`src/rtl/cdm_pkg.sv`:
```
// ----------------------------------------------------------------------------
// cdm_pkg
// Shared constants, types and codes of the calendar task due matcher.
// ----------------------------------------------------------------------------
package cdm_pkg;

    localparam int TASK_COUNT  = 8;
    localparam int OFFSET_BITS = 20;
    localparam int REG_COUNT   = 8;
    localparam int ENTRY_W     = OFFSET_BITS + 4;
    localparam int IDX_W       = $clog2(REG_COUNT);
    localparam int ELAPSED_W   = 32;
    localparam int MASK_W      = 8;

    typedef enum logic [2:0] {
        KIND_ONCE    = 3'd0,
        KIND_CYCLE   = 3'd1,
        KIND_HOUR    = 3'd2,
        KIND_TWOHOUR = 3'd3,
        KIND_DAY     = 3'd4,
        KIND_WEEK    = 3'd5,
        KIND_MONTH   = 3'd6,
        KIND_YEAR    = 3'd7
    } t_kind;

    // Broken-down local time of one tick.
    typedef struct packed {
        logic [5:0] sec;
        logic [5:0] min;
        logic [4:0] hour;
        logic [2:0] wday;
        logic [4:0] mday;
        logic [8:0] yday;
    } t_time;

    // Per-tick control handed to the task unit.
    typedef struct packed {
        logic                 counted;
        logic                 advance;
        logic [ELAPSED_W-1:0] elapsed;
    } t_tick_ctl;

endpackage

```
`src/rtl/cdm_cfg_regs.sv`:
```
// ----------------------------------------------------------------------------
// cdm_cfg_regs
// Task entry registers: written by the configuration port, read by index.
// ----------------------------------------------------------------------------
module cdm_cfg_regs import cdm_pkg::*; (
    input  logic               i_clk,
    input  logic               i_rst_n,
    input  logic               i_wr_en,
    input  logic [IDX_W-1:0]   i_wr_idx,
    input  logic [ENTRY_W-1:0] i_wr_data,
    input  logic [IDX_W-1:0]   i_rd_idx,
    output logic [ENTRY_W-1:0] o_rd_data
);

    logic [ENTRY_W-1:0] r_entry [REG_COUNT];

    always_ff @(posedge i_clk) begin
        if (!i_rst_n) begin
            for (int k = 0; k < REG_COUNT; k++) begin
                r_entry[k] <= '0;
            end
        end else if (i_wr_en) begin
            r_entry[i_wr_idx] <= i_wr_data;
        end
    end

    assign o_rd_data = r_entry[i_rd_idx];

endmodule

```
`src/rtl/cdm_task_unit.sv`:
```
// ----------------------------------------------------------------------------
// cdm_task_unit
// Shared evaluator: steps one task's phase and decides whether it is due.
// ----------------------------------------------------------------------------
module cdm_task_unit import cdm_pkg::*; (
    input  logic [ENTRY_W-1:0]     i_entry,
    input  logic [OFFSET_BITS-1:0] i_phase,
    input  t_time                  i_time,
    input  t_tick_ctl              i_ctl,
    output logic [OFFSET_BITS-1:0] o_phase,
    output logic                   o_due
);

    logic [OFFSET_BITS-1:0] ofs;
    t_kind                  kind;
    logic                   en;
    logic [OFFSET_BITS:0]   nxt;
    logic [OFFSET_BITS-1:0] phase_used;
    logic                   sec0;
    logic                   top_of_hour;
    logic                   midnight;
    logic                   hr_odd;
    logic [OFFSET_BITS-1:0] min_w;
    logic [OFFSET_BITS-1:0] hour_w;
    logic                   hit;

    assign ofs  = i_entry[OFFSET_BITS-1:0];
    assign kind = t_kind'(i_entry[OFFSET_BITS+2:OFFSET_BITS]);
    assign en   = i_entry[OFFSET_BITS+3];

    // The phase wraps when it reaches or passes the current period field.
    assign nxt = {1'b0, i_phase} + (OFFSET_BITS+1)'(1);
    always_comb begin
        if (ofs == '0 || nxt >= {1'b0, ofs}) begin
            o_phase = '0;
        end else begin
            o_phase = nxt[OFFSET_BITS-1:0];
        end
    end
    assign phase_used = i_ctl.advance ? o_phase : i_phase;

    assign sec0        = (i_time.sec == 6'd0);
    assign top_of_hour = sec0 && (i_time.min == 6'd0);
    assign midnight    = top_of_hour && (i_time.hour == 5'd0);
    assign hr_odd      = i_time.hour[0];
    assign min_w       = OFFSET_BITS'(i_time.min);
    assign hour_w      = OFFSET_BITS'(i_time.hour);

    always_comb begin
        unique case (kind)
            KIND_ONCE: begin
                hit = i_ctl.counted && (i_ctl.elapsed == ELAPSED_W'(ofs));
            end
            KIND_CYCLE: begin
                hit = i_ctl.counted && (ofs != '0) && (i_ctl.elapsed != '0)
                      && (phase_used == '0);
            end
            KIND_HOUR: begin
                if (ofs >= OFFSET_BITS'(59)) begin
                    hit = top_of_hour;
                end else begin
                    hit = sec0 && (min_w == ofs);
                end
            end
            KIND_TWOHOUR: begin
                if (ofs >= OFFSET_BITS'(119)) begin
                    hit = top_of_hour && !hr_odd;
                end else if (ofs >= OFFSET_BITS'(60)) begin
                    hit = sec0 && hr_odd && (min_w == ofs - OFFSET_BITS'(60));
                end else begin
                    hit = sec0 && !hr_odd && (min_w == ofs);
                end
            end
            KIND_DAY: begin
                if (ofs >= OFFSET_BITS'(23)) begin
                    hit = midnight;
                end else begin
                    hit = top_of_hour && (hour_w == ofs);
                end
            end
            KIND_WEEK: begin
                if (ofs >= OFFSET_BITS'(6)) begin
                    hit = midnight && (i_time.wday == 3'd0);
                end else begin
                    hit = midnight && (OFFSET_BITS'(i_time.wday) == ofs);
                end
            end
            KIND_MONTH: begin
                // Offsets of 28 and above never match any day.
                if (ofs >= OFFSET_BITS'(28)) begin
                    hit = 1'b0;
                end else begin
                    hit = midnight && (OFFSET_BITS'(i_time.mday) == ofs);
                end
            end
            KIND_YEAR: begin
                if (ofs >= OFFSET_BITS'(365)) begin
                    hit = midnight && (i_time.yday == 9'd0);
                end else begin
                    hit = midnight && (OFFSET_BITS'(i_time.yday) == ofs);
                end
            end
            default: begin
                hit = 1'b0;
            end
        endcase
    end

    assign o_due = en && hit;

endmodule

```
`src/rtl/calendar_task_due_matcher_top.sv`:
```
// ----------------------------------------------------------------------------
// calendar_task_due_matcher_top
// Per-second task scheduler: returns the mask of due tasks for each tick.
// ----------------------------------------------------------------------------
//  channel  | valid        | ready        | payload
//  ---------+--------------+--------------+--------------------------------------
//  tick in  | i_valid      | o_ready      | i_second_of_minute .. i_day_of_year
//  result   | o_valid      | i_ready      | o_due_mask, o_seconds_since_start
//  config   | i_cfg_valid  | o_cfg_ready  | i_cfg_index, i_cfg_data
//
// Each tick item is handled in order: accept it and update the elapsed
// counter, pass each task entry in turn through the shared task unit, and
// load the result register. The input is not ready while a tick is in work,
// and the last step waits while a previous result is still held downstream.
// Synchronous reset clears the counters, phases and task entries at once.
module calendar_task_due_matcher_top import cdm_pkg::*; (
    input  logic                 i_clk,
    input  logic                 i_rst_n,
    input  logic                 i_valid,
    output logic                 o_ready,
    input  logic [5:0]           i_second_of_minute,
    input  logic [5:0]           i_minute_of_hour,
    input  logic [4:0]           i_hour_of_day,
    input  logic [2:0]           i_day_of_week,
    input  logic [4:0]           i_day_of_month,
    input  logic [8:0]           i_day_of_year,
    output logic                 o_valid,
    input  logic                 i_ready,
    output logic [MASK_W-1:0]    o_due_mask,
    output logic [ELAPSED_W-1:0] o_seconds_since_start,
    input  logic                 i_cfg_valid,
    output logic                 o_cfg_ready,
    input  logic [IDX_W-1:0]     i_cfg_index,
    input  logic [ENTRY_W-1:0]   i_cfg_data
);

    typedef enum logic [2:0] {
        S_IDLE = 3'b001,
        S_RUN  = 3'b010,
        S_DONE = 3'b100
    } t_state;

    localparam logic [IDX_W:0] TaskLimit = (IDX_W+1)'(TASK_COUNT);
    localparam logic [IDX_W-1:0] LastIdx = IDX_W'(REG_COUNT - 1);

    t_state                 r_state, n_state;
    logic [IDX_W-1:0]       r_idx;
    logic                   r_started;
    logic [ELAPSED_W-1:0]   r_elapsed;
    logic                   r_counted;
    logic                   r_advance;
    t_time                  r_time;
    logic [MASK_W-1:0]      r_mask;
    logic [OFFSET_BITS-1:0] r_phase [REG_COUNT];
    logic                   r_out_valid;
    logic [MASK_W-1:0]      r_out_mask;
    logic [ELAPSED_W-1:0]   r_out_secs;

    logic                   in_acc;
    logic                   out_load;
    logic [ENTRY_W-1:0]     entry;
    logic [OFFSET_BITS-1:0] phase_nxt;
    logic                   due;
    t_tick_ctl              ctl;

    assign o_ready     = (r_state == S_IDLE);
    assign o_cfg_ready = 1'b1;
    assign in_acc      = i_valid && o_ready;
    assign out_load    = (r_state == S_DONE) && (!r_out_valid || i_ready);

    cdm_cfg_regs u_regs (
        .i_clk     (i_clk),
        .i_rst_n   (i_rst_n),
        .i_wr_en   (i_cfg_valid && o_cfg_ready),
        .i_wr_idx  (i_cfg_index),
        .i_wr_data (i_cfg_data),
        .i_rd_idx  (r_idx),
        .o_rd_data (entry)
    );

    assign ctl.counted = r_counted;
    assign ctl.advance = r_advance;
    assign ctl.elapsed = r_elapsed;

    cdm_task_unit u_unit (
        .i_entry (entry),
        .i_phase (r_phase[r_idx]),
        .i_time  (r_time),
        .i_ctl   (ctl),
        .o_phase (phase_nxt),
        .o_due   (due)
    );

    always_comb begin
        n_state = r_state;
        unique case (r_state)
            S_IDLE: begin
                if (in_acc) begin
                    n_state = S_RUN;
                end
            end
            S_RUN: begin
                if (r_idx == LastIdx) begin
                    n_state = S_DONE;
                end
            end
            S_DONE: begin
                if (out_load) begin
                    n_state = S_IDLE;
                end
            end
            default: begin
                n_state = S_IDLE;
            end
        endcase
    end

    always_ff @(posedge i_clk) begin
        if (!i_rst_n) begin
            r_state     <= S_IDLE;
            r_idx       <= '0;
            r_started   <= 1'b0;
            r_elapsed   <= '0;
            r_counted   <= 1'b0;
            r_advance   <= 1'b0;
            r_out_valid <= 1'b0;
            for (int k = 0; k < REG_COUNT; k++) begin
                r_phase[k] <= '0;
            end
        end else begin
            r_state <= n_state;
            if (in_acc) begin
                r_idx <= '0;
                // Phases are still zero before the first tick, so no clear is needed.
                if (!r_started) begin
                    r_started <= 1'b1;
                    r_counted <= 1'b1;
                    r_advance <= 1'b0;
                end else if (r_elapsed != '1) begin
                    r_elapsed <= r_elapsed + ELAPSED_W'(1);
                    r_counted <= 1'b1;
                    r_advance <= 1'b1;
                end else begin
                    r_counted <= 1'b0;
                    r_advance <= 1'b0;
                end
            end
            if (r_state == S_RUN) begin
                r_idx <= r_idx + IDX_W'(1);
                if (r_advance) begin
                    r_phase[r_idx] <= phase_nxt;
                end
            end
            if (out_load) begin
                r_out_valid <= 1'b1;
            end else if (i_ready) begin
                r_out_valid <= 1'b0;
            end
        end
    end

    always_ff @(posedge i_clk) begin
        if (in_acc) begin
            r_time.sec  <= i_second_of_minute;
            r_time.min  <= i_minute_of_hour;
            r_time.hour <= i_hour_of_day;
            r_time.wday <= i_day_of_week;
            r_time.mday <= i_day_of_month;
            r_time.yday <= i_day_of_year;
            r_mask      <= '0;
        end
        if (r_state == S_RUN) begin
            r_mask[r_idx] <= due && ({1'b0, r_idx} < TaskLimit);
        end
        if (out_load) begin
            r_out_mask <= r_mask;
            r_out_secs <= r_elapsed;
        end
    end

    assign o_valid               = r_out_valid;
    assign o_due_mask            = r_out_mask;
    assign o_seconds_since_start = r_out_secs;

endmodule

```
`config.mk`:
```
export PLATFORM = sky130hd
export DESIGN_NAME = calendar_task_due_matcher_top
export DESIGN_NICKNAME = d
export VERILOG_FILES = /design/src/rtl/cdm_pkg.sv /design/src/rtl/cdm_cfg_regs.sv /design/src/rtl/cdm_task_unit.sv /design/src/rtl/calendar_task_due_matcher_top.sv
export SDC_FILE = /design/constraint.sdc
export NUM_CORES = 1
export LEC_CHECK = 0
export ABC_AREA = 1
export BUFFER_PORTS_ARGS = -buffer_cell sky130_fd_sc_hd__buf_2
export CAP_MARGIN = 20
export CORE_ASPECT_RATIO = 0.7
export CORE_MARGIN = 2
export CORE_UTILIZATION = 46
export CTS_CLUSTER_SIZE = 10
export DETAILED_ROUTE_END_ITERATION = 8
export GPL_ROUTABILITY_DRIVEN = 0
export GPL_TIMING_DRIVEN = 0
export MAX_ROUTING_LAYER = met4
export PLACE_DENSITY_LB_ADDON = 0.1
export SYNTH_ARGS = -nofsm -noshare
export SYNTH_HDL_FRONTEND = slang
export SYNTH_HIERARCHICAL = 1
export SYNTH_SLANG_ARGS = --single-unit
```
`constraint.sdc`:
```
create_clock -name i_clk -period 13.4 [get_ports i_clk]
set_input_delay 1.34 -clock i_clk [delete_from_list [all_inputs] [get_ports i_clk]]
set_output_delay 1.34 -clock i_clk [all_outputs]
set_load 0.005 [all_outputs]
```
==> summary.md, run 1 <==
| Metric | Value |
|---|---|
| Post-route cell area | 0.0277 mm² |
| Worst-Margin Slew | ~1100 ps |
| Maximum operating frequency | roughly 170 MHz |
| DRT Wirelength | 74600 µm |
| Cts repair resizes | 0 |
| Post-Syn Area | around 0.025 mm² |
| Unrepaired setup endpoints after global routing | no |
| Synth Flop Type | edfxtp_1 |
| Routed wire per std cell | 20.2 µm |
| Flop-to-flop setup slack | around 7600 ps |
| Reg2reg end | r_mask[2]$_DFF_P_ |
| Clock Skew | 20.1 ps |
| Crit path kind | reg2reg |
| CP required | roughly 14000 ps |
| First-pass GRT wire length | 112000 µm |
| Worst slew margin | 0.288 |
| CTS Buf Count | 54 |
| Sequential area share after synthesis | 0.563 |
| Gr ovfl total | 0 |
| Synth Register Bits | about 480 |
| Mapped Nets | 2901 |
| Final TNS setup | 0 ps |
| CP max stage delay | around 700 ps |
| Final hold vios | 0 |
| Most frequent CP cell | nand2_1 |
| Critical-path top delay cell | o32ai_1 |
| Critical path destination | r_mask[2]$_DFF_P_ |
| YS warnings | 6 |
| Core footprint | between 0.05 and 0.06 mm² |
| CTS Hold Bufs | 0 |
| LEAKAGE | between 10 and 15 nW |
| CTS tree | done |
| Commonest non-fill, non-tap cell in the layout | nor2_1 |
| Die W | 281 µm |
| Startpoint types | flip-flop |
| ANT cells | 0 |
| Via count | 20100 |
| Area delta synth->final | 12.7% |
| Initial antenna violation count | 0 |
| Starting Density | 0.468 |
| Setup-failing EPs final | 0 |
| Number of remaining DRC errors | 0 |
| Post-Syn Instances | about 2800 |
| Num rows | 70 |
| Tcrit/Tclk final | 0.434 |
| Max Cap Viol | 0 |
| Number of global-route vias before repair | approximately 18000 |
| Max-slew violations | 0 |
| Worst vdd ir | 0.0995 mV |
| Drt pass-1 iters | 8 |
| Mean Syn Cell Area | 8.77 µm² |
| FF-to-FF path depth | 31 |
| Commonest non-fill, non-tap cells in the layout | 643 x nor2_1, 621 x nand2_1, 426 x edfxtp_1 |
| WP data arrival | 6340 ps |
| Vias per inst | about 5.5 |
| Chip Height | 198 µm |
| Pin count of the biggest net entering global routing | 36 |
| Root buffer cell | clkbuf_16 |
| Tot GR Track Use | 0.280 |
| I/O pins | 109 |
| Maximum root-to-sink buffer count | 3 |
| Final nets | between 3000 and 4000 |
| Post-synth EDFFs | around 430 |
| Post-synth cell types | 59 |
| CTS Sinks | about 480 |
| Worst hold path class | reg2reg |
| Outcome | completed |
| FFs w/ async S/R, synth | 0 |
| Port Buf Inserts | around 110 |
| Clk_lat worst skew | 610 ps |
| Crit. End Element | flip-flop |
| Reg clk slew, reported paths | ~60 ps |
| Detail Placement HPWL | about 54000 µm |
| DRT antenna net count | 0 |
| Crit path max fanout | 10 |
| Share of cells above drive strength 1 | 0.116 |
| Post-DP Area | between 0.02 and 0.03 mm² |
| PwrDens | 123 mW/mm² |
| Fin crit period | around 5800 ps |
| Initial DRC Count | between 2000 and 3000 |
| Die area | 0.0554 mm² |
| H-Tree Level Count | 2 |
| Setup Buffers After CTS | 0 |
-- sequential cells by signal (all words and copies together) (netlist names), 3 cells and up, named ones only --
| name | flops |
|---|---|
| r_phase | 160 |
| o_due_mask | 8 |
| r_elapsed | 32 |
| r_time | 34 |
| u_regs/r_entry | 192 |
| o_seconds_since_start | 32 |
| r_idx | 3 |
| r_state | 3 |
| r_mask | 8 |
-- layer usage --
layer | up-vias | wire (µm) | global-route usage
li1 | 9450 | - | -
met1 | 9617 | 36700 | 0.447
met2 | 982 | 28600 | 0.357
met3 | 99 | 8180 | 0.0607
met4 | 0 | 1120 | 0.0570
met5 | - | 0 | -
-- area by class of cell --
cell class,instances,area (µm²)
repair buffers,118,738
clock buffers,80,1470
inverters,363,1360
plain buffers,121,709
multi-input cells,1844,8700
clock inverters,3,42.5
well taps,684,856
flip-flops and latches,479,13900
fillers,4863,24800
-- worst max-delay path, delay by kind of cell (launching register included) --
kind                     cells  cell delay (ps)
AND/OR/NAND/NOR             20             2110
flip-flops                   1              320
adder cells (fa/ha/maj)      1              330
AO/OA/AOI/OAI                4             1440
buffers and inverters        5             1240
XOR/XNOR                     1              310
-- stage by stage --
stage	setup slack [ps]	std cells	hold WS, ps	util	power [mW]
finish	7580	3692	437	0.528	3.42
global route	7260	3692	442	0.528	3.55
CTS	7760	3692	433	0.528	3.44
detailed placement	7810	3609	424	0.499	2.11
global placement	5880	3598	419	0.495	2.10
floorplan	7660	2807	409	-	1.97
-- cells in the mapped netlist (all sizes together) (22+ instances only) --
cell type / n / area share
a21oi: 42 / 0.0088
buf: 76 / 0.022
clkbuf: 45 / 0.0069
dfxtp: 53 / 0.043
edfxtp: 426 / 0.52
ha: 28 / 0.014
inv: 359 / 0.055
nand2: 651 / 0.10
nand3: 169 / 0.036
nand4: 24 / 0.0061
nor2: 674 / 0.11
nor3: 22 / 0.0049
o21ai: 68 / 0.014
o32ai: 40 / 0.014
xor2: 43 / 0.016
-- report_power, final --
part | total [mW] | switching, mW | internal, mW
Sequential | 1.72 | 0.0255 | 1.69
Clock | 1.33 | 0.570 | 0.764
Combinational | 0.373 | 0.273 | 0.101
-- worst min-delay path by stage --
stage	start	end	slack, ps	cells after the start
after floorplan	r_mask[3]$_DFF_P_	o_due_mask[3]$_DFFE_PP_	410	0
after global placement	r_mask[1]$_DFF_P_	o_due_mask[1]$_DFFE_PP_	420	0
after detailed placement	r_mask[6]$_DFF_P_	o_due_mask[6]$_DFFE_PP_	420	0
after CTS	r_mask[3]$_DFF_P_	o_due_mask[3]$_DFFE_PP_	430	0
after global routing	r_mask[3]$_DFF_P_	o_due_mask[3]$_DFFE_PP_	440	0
final	r_mask[3]$_DFF_P_	o_due_mask[3]$_DFFE_PP_	440	0
-- cells by family after synthesis --
group / synth area share
compound gates: 0.0500
simple gates: 0.270
xor+xnor: 0.0192
flops: 0.563
fa+ha+maj: 0.0142
buf+inv: 0.0842
other cells: 0.000152
No activity file was read; power rests on OpenSTA's default activity.
==> run 2: changes to the inputs <==
==> constraint.sdc (replaced) <==
create_clock -name i_clk -period 5.2 [get_ports i_clk]
set_input_delay 0.52 -clock i_clk [delete_from_list [all_inputs] [get_ports i_clk]]
set_output_delay 0.52 -clock i_clk [all_outputs]
set_load 0.005 [all_outputs]
==> run 2 against run 1 <==
  * Cell area grew 0.54%
  * Combinational power grew to 2.6 times the previous value
  * Highest routed layer unchanged
  * Critical path type unchanged
  * First-iteration DRC count fell by 4.0%
  * Hold slack worse by 340 ps
  * Largest power group unchanged
  * Cell count about the same
  * Fmax rose by 18%
  * Sequential power increased to 2.6 times the previous value
==> summary.md, run 2 (same netlist as run 1, synthesis figures left out) <==
| Metric | Value |
|---|---|
| Final TNS setup | 0 ps (unchanged) |
| FF-to-FF path depth | 32 (+3.2%) |
| Hold WS | 97.0 ps (-340 ps) |
| Final nets | 3076 (+0.033%) |
| Initial antenna violation count | 0 (unchanged) |
| Chip Height | 198 µm (unchanged) |
| Die area | 0.0554 mm² (unchanged) |
| Flop-to-flop setup slack | 260 ps (-7320 ps) |
| CTS tree | done |
| DRT antenna net count | 0 (unchanged) |
| Outcome | completed |
| Critical-path top delay cell | o32ai_1 |
| Via count | 20100 (-0.045%) |
| Core footprint | 0.0526 mm² (unchanged) |
| Delay-heaviest family, CP | simple AND/OR/NAND/NOR gates |
| Most flop-heavy register | u_regs/r_entry |
| Worst path depth | 32 (+3.2%) |
| Clk_lat worst skew | 600 ps (about the same) |
| Fin crit period | 4940 ps (-885 ps) |
| Gr ovfl total | 0 (unchanged) |
| Setup-failing EPs final | 0 (unchanged) |
| Root buffer cell | clkbuf_16 |
| Most frequent CP cell | nand2_1 |
| Startpoint types | flip-flop |
| Tcrit/Tclk final | 0.949 (+0.515) |
| Post-DP Area | 0.0262 mm² (unchanged) |
| Commonest non-fill, non-tap cell in the layout | nor2_1 |
| Max-slew violations | 0 (unchanged) |
| Crit. End Element | flip-flop |
| Pin count of the biggest net entering global routing | 36 (unchanged) |
| Maximum operating frequency | 203 MHz (+18%) |
| Share of cells above drive strength 1 | 0.126 (+0.00993) |
| Max Cap Viol | 0 (unchanged) |
| Port Buf Inserts | 107 (unchanged) |
| Final hold vios | 0 (unchanged) |
| Crit path max fanout | 10 (unchanged) |
| Drt pass-1 iters | 6 (-2) |
| WP buf/inv | 6 (+1) |
| DRT Wirelength | 74800 µm (+0.28%) |
| Die W | 281 µm (unchanged) |
| I/O pins | 109 (unchanged) |
| Vias per inst | 5.45 (about the same) |
| First-pass GRT wire length | 112000 µm (about the same) |
| Post-route cell area | 0.0279 mm² (+0.54%) |
| Commonest non-fill, non-tap cells in the layout | 643 x nor2_1, 620 x nand2_1, 426 x edfxtp_1 |
| Worst-Margin Slew | 1070 ps (+2.10 ps) |
| CTS Buf Count | 54 (unchanged) |
| Number of global-route vias before repair | 18500 (+0.027%) |
| CP max stage delay | 600 ps (-100 ps) |
| CP required | 5720 ps (-8200 ps) |
| Initial DRC Count | 2445 (-4.0%) |
| PwrDens | 317 mW/mm² (+160%) |
| Depth of the worst hold-timing path | 1 (+1) |
| Worst hold path class | in2reg |
| Number of remaining DRC errors | 0 (unchanged) |
| Starting Density | 0.468 (unchanged) |
| WP data arrival | 5460 ps (-880 ps) |
| Largest regs | u_regs/r_entry: 192 flops, r_phase: 160 flops, r_time: 34 flops |
| Clock Skew | 20.1 ps (-0.0364 ps) |
| Worst slew margin | 0.286 (-0.00140) |
| H-Tree Level Count | 2 (unchanged) |
| Routed wire per std cell | 20.3 µm (+0.25%) |
| Crit path kind | reg2reg |
| Worst vdd ir | 0.255 mV (+160%) |
| Detail Placement HPWL | 53900 µm (unchanged) |
| Reg clk slew, reported paths | 60 ps (about the same) |
| CTS Sinks | 479 (unchanged) |
| ANT cells | 0 (unchanged) |
| Total power | 8.83 mW (+160%) |
| Area delta synth->final | 13.3% |
| Tot GR Track Use | 0.280 (about the same) |
| Reg2reg end | r_mask[2]$_DFF_P_ |
| LEAKAGE | 11.9 nW (+0.80%) |
| Maximum root-to-sink buffer count | 3 (unchanged) |
| Critical path destination | r_mask[2]$_DFF_P_ |
| Max FFs per register | 192 (unchanged) |
| Num rows | 70 (unchanged) |
[run 2: cell count changes in the layout (fill, tap and decap cells not counted), sizes merged]
cell    previous run  this run
clkbuf           125       121
buf              194       199
[run 2: cell type report]
cell class	instances	area [µm²]
multi-input cells	1844	8790
fillers	4845	24700
clock inverters	3	42.5
flip-flops and latches	479	13900
plain buffers	120	738
repair buffers	120	766
inverters	363	1370
clock buffers	80	1470
well taps	684	856
[run 2: metal layers]
layer  track usage  routed length (µm)  vias to the layer above
li1              -                   -                     9454
met1         0.447               36500                     9589
met2         0.357               28700                      989
met3        0.0617                8370                      107
met4        0.0572                1220                        0
met5             -                   0                        -
[run 2: worst register-to-register path: cells and delay by family, from the launching register on]
| kind | cells | cell delay, ps |
|---|---|---|
| flops | 1 | 330 |
| fa+ha+maj | 1 | 210 |
| buf+inv | 6 | 940 |
| xor+xnor | 1 | 340 |
| simple gates | 20 | 2010 |
| compound gates | 4 | 1030 |
[run 2: report_power, final]
group / total, mW / leakage [nW] / switching, mW / internal (mW)
combinational: 0.973 / 6.55 / 0.706 / 0.267
clock: 3.43 / 0.728 / 1.46 / 1.97
sequential: 4.43 / 4.61 / 0.0659 / 4.36
total: 8.83 / 11.9 / 2.24 / 6.59
[run 2: how the worst min path moves through the flow]
stage | to | slack [ps] | from
3_3_place_gp | o_due_mask[1]$_DFFE_PP_ | 420 | r_mask[1]$_DFF_P_
6_report | r_time[29]$_DFFE_PP_ | 100 | i_second_of_minute[1]
3_5_place_dp | o_due_mask[6]$_DFFE_PP_ | 420 | r_mask[6]$_DFF_P_
5_1_grt | r_time[0]$_DFFE_PP_ | 80 | i_day_of_year[0]
2_1_floorplan | o_due_mask[3]$_DFFE_PP_ | 410 | r_mask[3]$_DFF_P_
4_1_cts | r_time[29]$_DFFE_PP_ | 60 | i_second_of_minute[1]
[run 2: repair_timing]
action	4_1_cts	5_1_grt
setup endpoints to repair	43	88
gates resized for setup	11	41
cloned	0	0
hold buffers	0	0
buffers inserted	0	2
pin swaps	0	1
[run 2: metrics by stage]
step | utilization | worst slack, ps | cells
6_report | 0.531 | 265 | 3693
5_1_grt | 0.531 | -54.6 | 3693
4_1_cts | 0.528 | 3.93 | 3691
3_5_place_dp | 0.499 | -391 | 3609
3_3_place_gp | 0.495 | -1500 | 3598
2_1_floorplan | - | 282 | 2807
